==> config.mk <==
export PLATFORM = sky130hd
export DESIGN_NAME = mrp_front
export DESIGN_NICKNAME = d
export VERILOG_FILES = /design/src/rtl/mrp_pkg.sv /design/src/rtl/mrp_front.sv
export SDC_FILE = /design/constraint.sdc
export NUM_CORES = 1
export LEC_CHECK = 0
export BUFFER_PORTS_ARGS = -buffer_cell sky130_fd_sc_hd__buf_2
export CORE_MARGIN = 3
export CORE_UTILIZATION = 55
export DETAILED_ROUTE_END_ITERATION = 16
export PLACE_DENSITY = 0.85
export SLEW_MARGIN = 20
export SYNTH_ARGS = -nofsm -noshare
export SYNTH_HDL_FRONTEND = slang
export SYNTH_SLANG_ARGS = --single-unit
export TNS_END_PERCENT = 1
==> constraint.sdc <==
create_clock -name vclk -period 10.95
set_clock_uncertainty 0.2 [all_clocks]
set_input_delay 1.095 -clock vclk [all_inputs]
set_output_delay 1.095 -clock vclk [all_outputs]
set_load 0.02 [all_outputs]
==> src/rtl/mrp_pkg.sv <==
// Shared types, constants and constant functions of the pair rotator.
package mrp_pkg;

   // register map, word index from paddr[3:2]
   localparam logic [1:0] REG_ROTARY_PAIRS  = 2'd0;
   localparam logic [1:0] REG_TEMPORAL_PAIRS = 2'd1;
   localparam logic [1:0] REG_HEIGHT_PAIRS  = 2'd2;
   localparam logic [1:0] REG_FREQ_STEP     = 2'd3;

   localparam int QDEPTH = 4;
   localparam int ROOT_STEPS = 20;
   localparam int WORK_SHIFT = 14;
   localparam logic [29:0] INV_TWO_PI_Q32 = 30'd683565276;
   localparam logic signed [31:0] CORDIC_GAIN_Q31 = 32'sd1304065748;

   localparam logic [31:0] ATAN_TURNS [24] = '{
      32'd536870912, 32'd316933406, 32'd167458907, 32'd85004756, 32'd42667331,
      32'd21354465, 32'd10679838, 32'd5340245, 32'd2670163, 32'd1335087,
      32'd667544, 32'd333772, 32'd166886, 32'd83443, 32'd41722, 32'd20861,
      32'd10430, 32'd5215, 32'd2608, 32'd1304, 32'd652, 32'd326, 32'd163, 32'd81
   };

   typedef struct packed {
      logic [5:0]         pair_index;
      logic [19:0]        pos_temporal;
      logic [19:0]        pos_height;
      logic [19:0]        pos_width;
      logic signed [15:0] elem_even;
      logic signed [15:0] elem_odd;
   } mrp_req_type;

   typedef struct packed {
      logic signed [15:0] out_even;
      logic signed [15:0] out_odd;
   } mrp_rsp_type;

   typedef struct packed {
      logic [6:0]  rotary_pairs;
      logic [6:0]  temporal_pairs;
      logic [6:0]  height_pairs;
      logic [25:0] freq_exponent_step;
   } mrp_cfg_type;

   // classified pair as it waits between front and back
   typedef struct packed {
      logic               pass;
      logic [11:0]        exp_int;
      logic [19:0]        exp_frac;
      logic [19:0]        pos;
      logic signed [15:0] elem_a;
      logic signed [15:0] elem_b;
   } mrp_item_type;

   typedef struct packed {
      logic       full;
      logic       empty;
      logic [2:0] count;
   } mrp_qstat_type;

   // bitwise integer square root
   function automatic logic [63:0] mrp_isqrt(input logic [63:0] value);
      logic [63:0] v;
      logic [63:0] res;
      logic [63:0] bit_v;
      v = value;
      res = '0;
      bit_v = 64'd1 << 62;
      for (int i = 0; i < 32; i++) begin
         if (v >= res + bit_v) begin
            v = v - (res + bit_v);
            res = (res >> 1) + bit_v;
         end else begin
            res = res >> 1;
         end
         bit_v = bit_v >> 2;
      end
      return res;
   endfunction

   // 2^31 * 2^(-2^-k), built by repeated square roots from 2^30
   function automatic logic [31:0] mrp_root(input int k);
      logic [63:0] t;
      t = 64'd1 << 30;
      for (int i = 1; i <= ROOT_STEPS; i++) begin
         if (i <= k) begin
            t = mrp_isqrt(t << 31);
         end
      end
      return t[31:0];
   endfunction

endpackage

==> src/rtl/mrp_front.sv <==
// Front end: classifies a pair into pass-through or section, picks its position
// and forms the frequency exponent.
module mrp_front import mrp_pkg::*; #(
   parameter int MAX_PAIRS = 64
) (
   input  mrp_req_type  req,
   input  mrp_cfg_type  cfg,
   output mrp_item_type item
);

   logic [5:0]  p;
   logic [7:0]  cut2;
   logic [7:0]  diff2;
   logic [6:0]  diff1;
   logic [5:0]  local_idx;
   logic [19:0] pos_sel;
   logic [31:0] expo;

   assign p     = req.pair_index;
   assign cut2  = {1'b0, cfg.temporal_pairs} + {1'b0, cfg.height_pairs};
   assign diff2 = {2'b00, p} - cut2;
   assign diff1 = {1'b0, p} - cfg.temporal_pairs;

   // section select, local index restarts in each section
   always_comb begin
      if ({2'b00, p} >= cut2) begin
         local_idx = diff2[5:0];
         pos_sel   = req.pos_width;
      end else if ({1'b0, p} >= cfg.temporal_pairs) begin
         local_idx = diff1[5:0];
         pos_sel   = req.pos_height;
      end else begin
         local_idx = p;
         pos_sel   = req.pos_temporal;
      end
   end

   assign expo = {26'd0, local_idx} * {6'd0, cfg.freq_exponent_step};

   assign item.pass     = ({1'b0, p} >= cfg.rotary_pairs) || (int'(p) >= MAX_PAIRS);
   assign item.exp_int  = expo[31:20];
   assign item.exp_frac = expo[19:0];
   assign item.pos      = pos_sel;
   assign item.elem_a   = req.elem_even;
   assign item.elem_b   = req.elem_odd;

endmodule

; After elaboration in Yosys (flattened, before gate mapping)
; Cells that the tools add are included.
[totals]
regBits = 0
out_inout_bits = 85
[classes]
n_addsub = 3
n_mul = 1
n_lt_le_gt_ge = 3
muxes = 4
[op_table]
columns = operator, n
row1 = 2-to-1 mux 20 bit, 2
row2 = multiplier 6 x 26 -> 32 bit, 1
row3 = greater-or-equal comparator 6 x 7 -> 1 bit, 2
row4 = 2-to-1 mux 6 bit, 2
row5 = subtractor 6 bit, 2
row6 = adder 7 x 7 -> 8 bit, 1
row7 = greater-or-equal comparator 6 x 8 -> 1 bit, 1

; Depth between registers and ports, before layout
; Gate-level depths: netlist of run 1.
[logic_depth]
word_depth = 4
depth_mapped = 29
mapped_depth_nobuf = 26

; Least setup slack after synthesis of run 1
; Ideal clock, no wire load.
[synth_timing]
path_kind = input-to-output
from = input cfg[26] (netlist bit)
to = output item[83] (netlist bit)
arrival_time_ns = 7.889
t_required_ns = 9.655
slack_ns = 1.766
cell_stages = 28
n_path_buf = 3
cell_sequence = ha_1 -> inv_1 -> fa_1 -> nor2b_1 -> o31a_1 -> a21o_1 -> ha_1 -> and3_1 -> a31oi_1 -> a21oi_1 -> o21a_1 -> buf_2 -> a221oi_2 -> buf_2 -> nor3b_1 -> fa_1 -> fa_1 -> inv_1 -> fa_1 -> inv_1 -> ha_1 -> o21a_1 -> a21oi_1 -> o31ai_1 -> a31o_2 -> clkbuf_1 -> a31oi_1 -> o311ai_0
[synth_rtl]
columns = item, line
row1 = start: declaration, mrp_front.sv:7  ; input mrp_cfg_type cfg,
row2 = end: declaration, mrp_front.sv:8  ; output mrp_item_type item

==> results of run 1 <==
-- logic make-up after synthesis --
logic type      share of synthesized area
buf+inv                            0.1440
fa+ha+maj                          0.3831
mux                               0.02861
compound gates                     0.2236
simple gates                       0.1933
xor+xnor                          0.02741
-- metrics by stage --
stage / worst slack [ns] / cells / hold slack [ns] / utilization / area (um^2)
floorplan: 1.766 / 902 / 2.069 / - / 7348
global placement: 1.397 / 1171 / 1.990 / 0.6269 / 8040
detailed placement: 1.213 / 1171 / 1.990 / 0.6269 / 8040
CTS: 1.166 / 1171 / 1.990 / 0.6269 / 8040
global route: 0.5477 / 1172 / 1.990 / 0.6271 / 8043
finish: 1.021 / 1172 / 1.990 / 0.6271 / 8043
-- metal layers --
| layer | GRT usage | up-vias | part of all wire |
|---|---|---|---|
| met5 | 0 | - | 0 |
| met2 | 0.4770 | 315 | 0.48 |
| met4 | 0.09034 | 0 | 0.037 |
| li1 | - | 3265 | - |
| met1 | 0.3411 | 3344 | 0.40 |
| met3 | 0.04689 | 69 | 0.084 |
-- placed cells by master (no fill, tap or decap), types with 10 or more instances in the layout --
cell type                  instances
sky130_fd_sc_hd__nor2b_1          11
sky130_fd_sc_hd__xor2_1           13
sky130_fd_sc_hd__a21boi_0         29
sky130_fd_sc_hd__buf_4            15
sky130_fd_sc_hd__nor3b_1          92
sky130_fd_sc_hd__mux2i_1          21
sky130_fd_sc_hd__a21oi_1          58
sky130_fd_sc_hd__a211oi_1         10
sky130_fd_sc_hd__fa_1            100
sky130_fd_sc_hd__nor2_1           26
sky130_fd_sc_hd__inv_1           154
sky130_fd_sc_hd__a21o_1           21
sky130_fd_sc_hd__o21ai_0          16
sky130_fd_sc_hd__xnor2_1          10
sky130_fd_sc_hd__buf_2           166
sky130_fd_sc_hd__ha_1             65
sky130_fd_sc_hd__a21boi_1         18
sky130_fd_sc_hd__o21a_1           10
sky130_fd_sc_hd__nand2_1          17
sky130_fd_sc_hd__nor3_1           29
-- layout make-up --
type,instances,area (um^2)
Timing Repair Buffer,181,943.4
Tap cell,172,215.2
Multi-Input combinational cell,664,6304
Inverter,154,578.1
Fill cell,1141,4782
Antenna cell,1,2.502
-- final timing paths --
path	start	endpoint	slack, ns	depth (start not counted)
max	cfg[33]	item[71]	1.02	28
min	req[25]	item[25]	1.99	0
==> metrics.yaml, run 1 <==
yosys:
  synth-warning-count: 0
  synth.most_common_cell: "sky130_fd_sc_hd__inv_1"
  synth_top_cell_by_area: "sky130_fd_sc_hd__fa_1"
  syn_inst: 902
  synth.lib_cells_used.distinct: 66
  syn_area_per_cell_um2: 8.147
  seq_area_frac_synth: 0
  post_synth_most_frequent_cells: "154 x sky130_fd_sc_hd__inv_1, 100 x sky130_fd_sc_hd__fa_1, 92 x sky130_fd_sc_hd__nor3b_1"
  synth_top_cell_area_share: 0.2724
  syn-cell-area_um2: 7348
  syn-num-nets: 1212
  synth.top_cells.by_area: "sky130_fd_sc_hd__fa_1 27%, sky130_fd_sc_hd__ha_1 11%, sky130_fd_sc_hd__nor3b_1 9.4%"
critical_path:
  critical_path.n_buffers_inverters: 6
  path_common_cell: "sky130_fd_sc_hd__fa_1"
  critPathSlowestCell: "sky130_fd_sc_hd__nand3_1"
  setup.worst_path.class: "in -> out"
  critical_path_required_ns: 9.66
  path_max_fanout: 24
  worst_path_dominant_cell_family: "compound AO/OA/AOI/OAI gates"
  worst_setup_path_end_kind: "primary output"
  crit_arrival_ns: 8.63
  max_stage_delay_ns: 0.74
  start_kind: "primary input"
sta:
  report.final.hold_viol_count: 0
  final_setup_fails: 0
  final-max-slew-violation-count: 0
  slew_headroom: 0.2878
  max_clock_freq_ghz: 0.1007
  rsz0062_at_grt: "false"
  fin_crit_sh: 0.9067
  layout_min_cycle_time_ns: 9.929
  timing_worst_slew_pin_value_ns: 1.068
  setup-tns-final_ns: 0
grt:
  grt_overflow: 0
  number_of_global_route_vias_before_repair: 7054
  antenna_violations_before_repair: 1
  track_usage: 0.2724
  first_pass_grt_wire_length_mm: 33.36
  grt_max_degree: 27
detailed_routing:
  viasPerCell: 5.967
  dr.pass1.iters: 7
  drt_iter0_drc: 437
  post-route-drc-count: 0
  detail-route-antenna-nets: 0
  dr_vias: 6993
  wl_per_cell_um: 17.44
  finalWirelength_mm: 20.44
final_layout:
  num-clock-buffers: 0
  num-nets-final: 1311
  seqCellArea_um2: 0
  design.seq.count: 0
  synthToLayoutAreaGrowth_pct: 9.450
  drive_above_1_share: 0.2092
die:
  initial_utilization: 0.5730
  placeable_core_region_um2: 12820
  io_pins: 230
  die_area_um2: 14780
  chipHeight_um: 121.6
  die_width_um: 121.6
  rows: 41
place:
  place.detailed.hpwl_mm: 16.86
  io_buffer_count: 166
  last_weighted_congestion_value_of_the_routability_driven_placer: 0.9611
clock_tree:
  cts_resized: 0
  post-cts-setup-buffers: 0
  ctsHoldBuffers: 0
min_path:
  hold_path_class: "in -> out"
flow_run:
  cap_viol_max_count: 0
outcome:
  run_status: "completed"
Power of run 1 is not shown: default switching activity piles up to over one toggle a cycle in this logic, so the estimate is an artifact.
==> run 2: changes to the inputs <==
--- a/config.mk
+++ b/config.mk
@@ -6,10 +6,10 @@
 export NUM_CORES = 1
 export LEC_CHECK = 0
 export BUFFER_PORTS_ARGS = -buffer_cell sky130_fd_sc_hd__buf_2
-export CORE_MARGIN = 3
-export CORE_UTILIZATION = 55
+export CORE_MARGIN = 2
+export CORE_UTILIZATION = 50
 export DETAILED_ROUTE_END_ITERATION = 16
-export PLACE_DENSITY = 0.85
+export PLACE_DENSITY = 0.92
 export SLEW_MARGIN = 20
 export SYNTH_ARGS = -nofsm -noshare
 export SYNTH_HDL_FRONTEND = slang
==> constraint.sdc (replaced) <==
create_clock -name vclk -period 8.7
set_clock_uncertainty 0.2 [all_clocks]
set_input_delay 0.87 -clock vclk [all_inputs]
set_output_delay 0.87 -clock vclk [all_outputs]
set_load 0.02 [all_outputs]
==> run 2 against run 1 <==
Compared with the run above: sequential share of layout area stayed put; wire length is 9.8% higher; flip-flop and latch count stayed put; worst setup slack worse by 0.96 ns; hold slack worse by 0.45 ns; critical path type unchanged.
==> metrics.yaml, run 2 (same netlist as run 1, synthesis figures left out) <==
detailed_routing:
  wl_per_cell_um: 18.22
  met3_wirelength_mm: 1.451
  post-route-drc-count: 0
  dr_vias: 7357
  dr.pass1.iters: 5
  routed-wl-met2_mm: 11.78
  finalWirelength_mm: 22.45
  detail-route-antenna-nets: 0
  viasPerCell: 5.972
  drt-met1-wl_mm: 8.452
  top_signal_layer_used: "met4"
  drt_iter0_drc: 521
critical_path:
  max_stage_delay_ns: 0.62
  worst_setup_path_end_kind: "primary output"
  critical_path_required_ns: 7.63
  crit_arrival_ns: 7.57
  critPathSlowestCell: "sky130_fd_sc_hd__or4_4"
  start_kind: "primary input"
  setup.worst_path.class: "in -> out"
  path_common_cell: "sky130_fd_sc_hd__buf_4"
  path_max_fanout: 7
place:
  io_buffer_count: 166
  last_weighted_congestion_value_of_the_routability_driven_placer: 0.9459
  place.detailed.hpwl_mm: 17.68
die:
  rows: 44
  die_width_um: 125.2
  chipHeight_um: 125.2
  initial_utilization: 0.5095
  placeable_core_region_um2: 14420
  die_area_um2: 15680
  io_pins: 230
final_layout:
  design.seq.count: 0
  seqCellArea_um2: 0
  final_common_cell: "sky130_fd_sc_hd__buf_2"
  highest_count_cells_in_the_layout_ignoring_fill_and_taps: "164 x sky130_fd_sc_hd__buf_2, 154 x sky130_fd_sc_hd__inv_1, 99 x sky130_fd_sc_hd__fa_1"
  synthToLayoutAreaGrowth_pct: 20.69
  num-nets-final: 1355
  num-clock-buffers: 0
  drive_above_1_share: 0.2943
sta:
  hold_ws_ns: 1.540
  timing_worst_slew_pin_value_ns: 0.6516
  rsz0062_at_grt: "true"
  layout_min_cycle_time_ns: 8.641
  max_clock_freq_ghz: 0.1157
  fin_crit_sh: 0.9932
  final_setup_fails: 0
  report.final.hold_viol_count: 0
  final-max-slew-violation-count: 0
  slew_headroom: 0.5646
outcome:
  run_status: "completed"
min_path:
  worst_hold_path.endpoint: "item[0]"
  hold_path_class: "in -> out"
  min-delay-start: "req[0]"
  min_delay_path_depth: 0
grt:
  grt_max_degree: 27
  first_pass_grt_wire_length_mm: 35.08
  grt_overflow: 0
  number_of_global_route_vias_before_repair: 7348
  track_usage: 0.2655
  antenna_violations_before_repair: 5
flow_run:
  cap_viol_max_count: 0
-- run 2: changes by cell type in the layout (fill, tap and decap cells not counted), moves of 5 or more --
cell and delta:
sky130_fd_sc_hd__ha_4 +9, sky130_fd_sc_hd__a21boi_1 -6, sky130_fd_sc_hd__a21oi_2 +5, sky130_fd_sc_hd__nor3b_2 +7, sky130_fd_sc_hd__nor3b_1 -7, sky130_fd_sc_hd__a21oi_1 -6
sky130_fd_sc_hd__buf_4 +38, sky130_fd_sc_hd__ha_1 -11, sky130_fd_sc_hd__a21boi_2 +6
-- run 2: area by class of cell --
| type | count | area (um^2) |
|---|---|---|
| multi-input combinational | 664 | 6699 |
| fill | 1199 | 5555 |
| timing repair buffer | 225 | 1349 |
| inverter | 154 | 578.1 |
| tap | 184 | 230.2 |
| antenna | 5 | 12.51 |
-- run 2: routing by layer --
metal | vias up | GRT usage
met1 | 3578 | 0.3163
met4 | 0 | 0.08627
met2 | 355 | 0.5006
met3 | 59 | 0.02439
li1 | 3365 | -
met5 | - | 0
-- run 2: worst max path at each step --
stage	startpoint	end	cells after the start
2_1_floorplan	cfg[26]	item[69]	28
3_3_place_gp	cfg[33]	item[78]	30
5_1_grt	cfg[33]	item[78]	30
3_5_place_dp	cfg[33]	item[78]	30
4_1_cts	cfg[33]	item[71]	29
6_report	cfg[33]	item[78]	31
-- run 2: worst max-delay path, delay by kind of cell --
kind	cells	cell delay (ns)
simple gates	5	1.19
fa+ha+maj	7	2.73
compound gates	9	1.56
buf+inv	9	1.07
xor+xnor	1	0.11
-- run 2: what timing repair did --
| item | 4_1_cts | 5_1_grt |
|---|---|---|
| hold buffers | 0 | 0 |
| cloned | 0 | 1 |
| endpoints found under the hold margin | 0 | 0 |
| pin swaps | 3 | 27 |
| endpoints found under the setup margin | 14 | 20 |
| buffers inserted | 0 | 8 |
| gates resized for setup | 17 | 68 |
-- run 2: stage by stage --
stage          cell area (um^2)  setup TNS, ns  std cells  setup WS (ns)    util
2_1_floorplan              7348              0        902        0.01221       -
3_3_place_gp               8339        -0.6121       1218        -0.2761  0.5782
3_5_place_dp               8339         -3.296       1218        -0.5091  0.5782
4_1_cts                    8413       -0.04747       1218       -0.04585  0.5833
5_1_grt                    8869        -0.6952       1232        -0.1295  0.6149
6_report                   8869              0       1232        0.05896  0.6149
Power of run 2 is left out for the same reason.
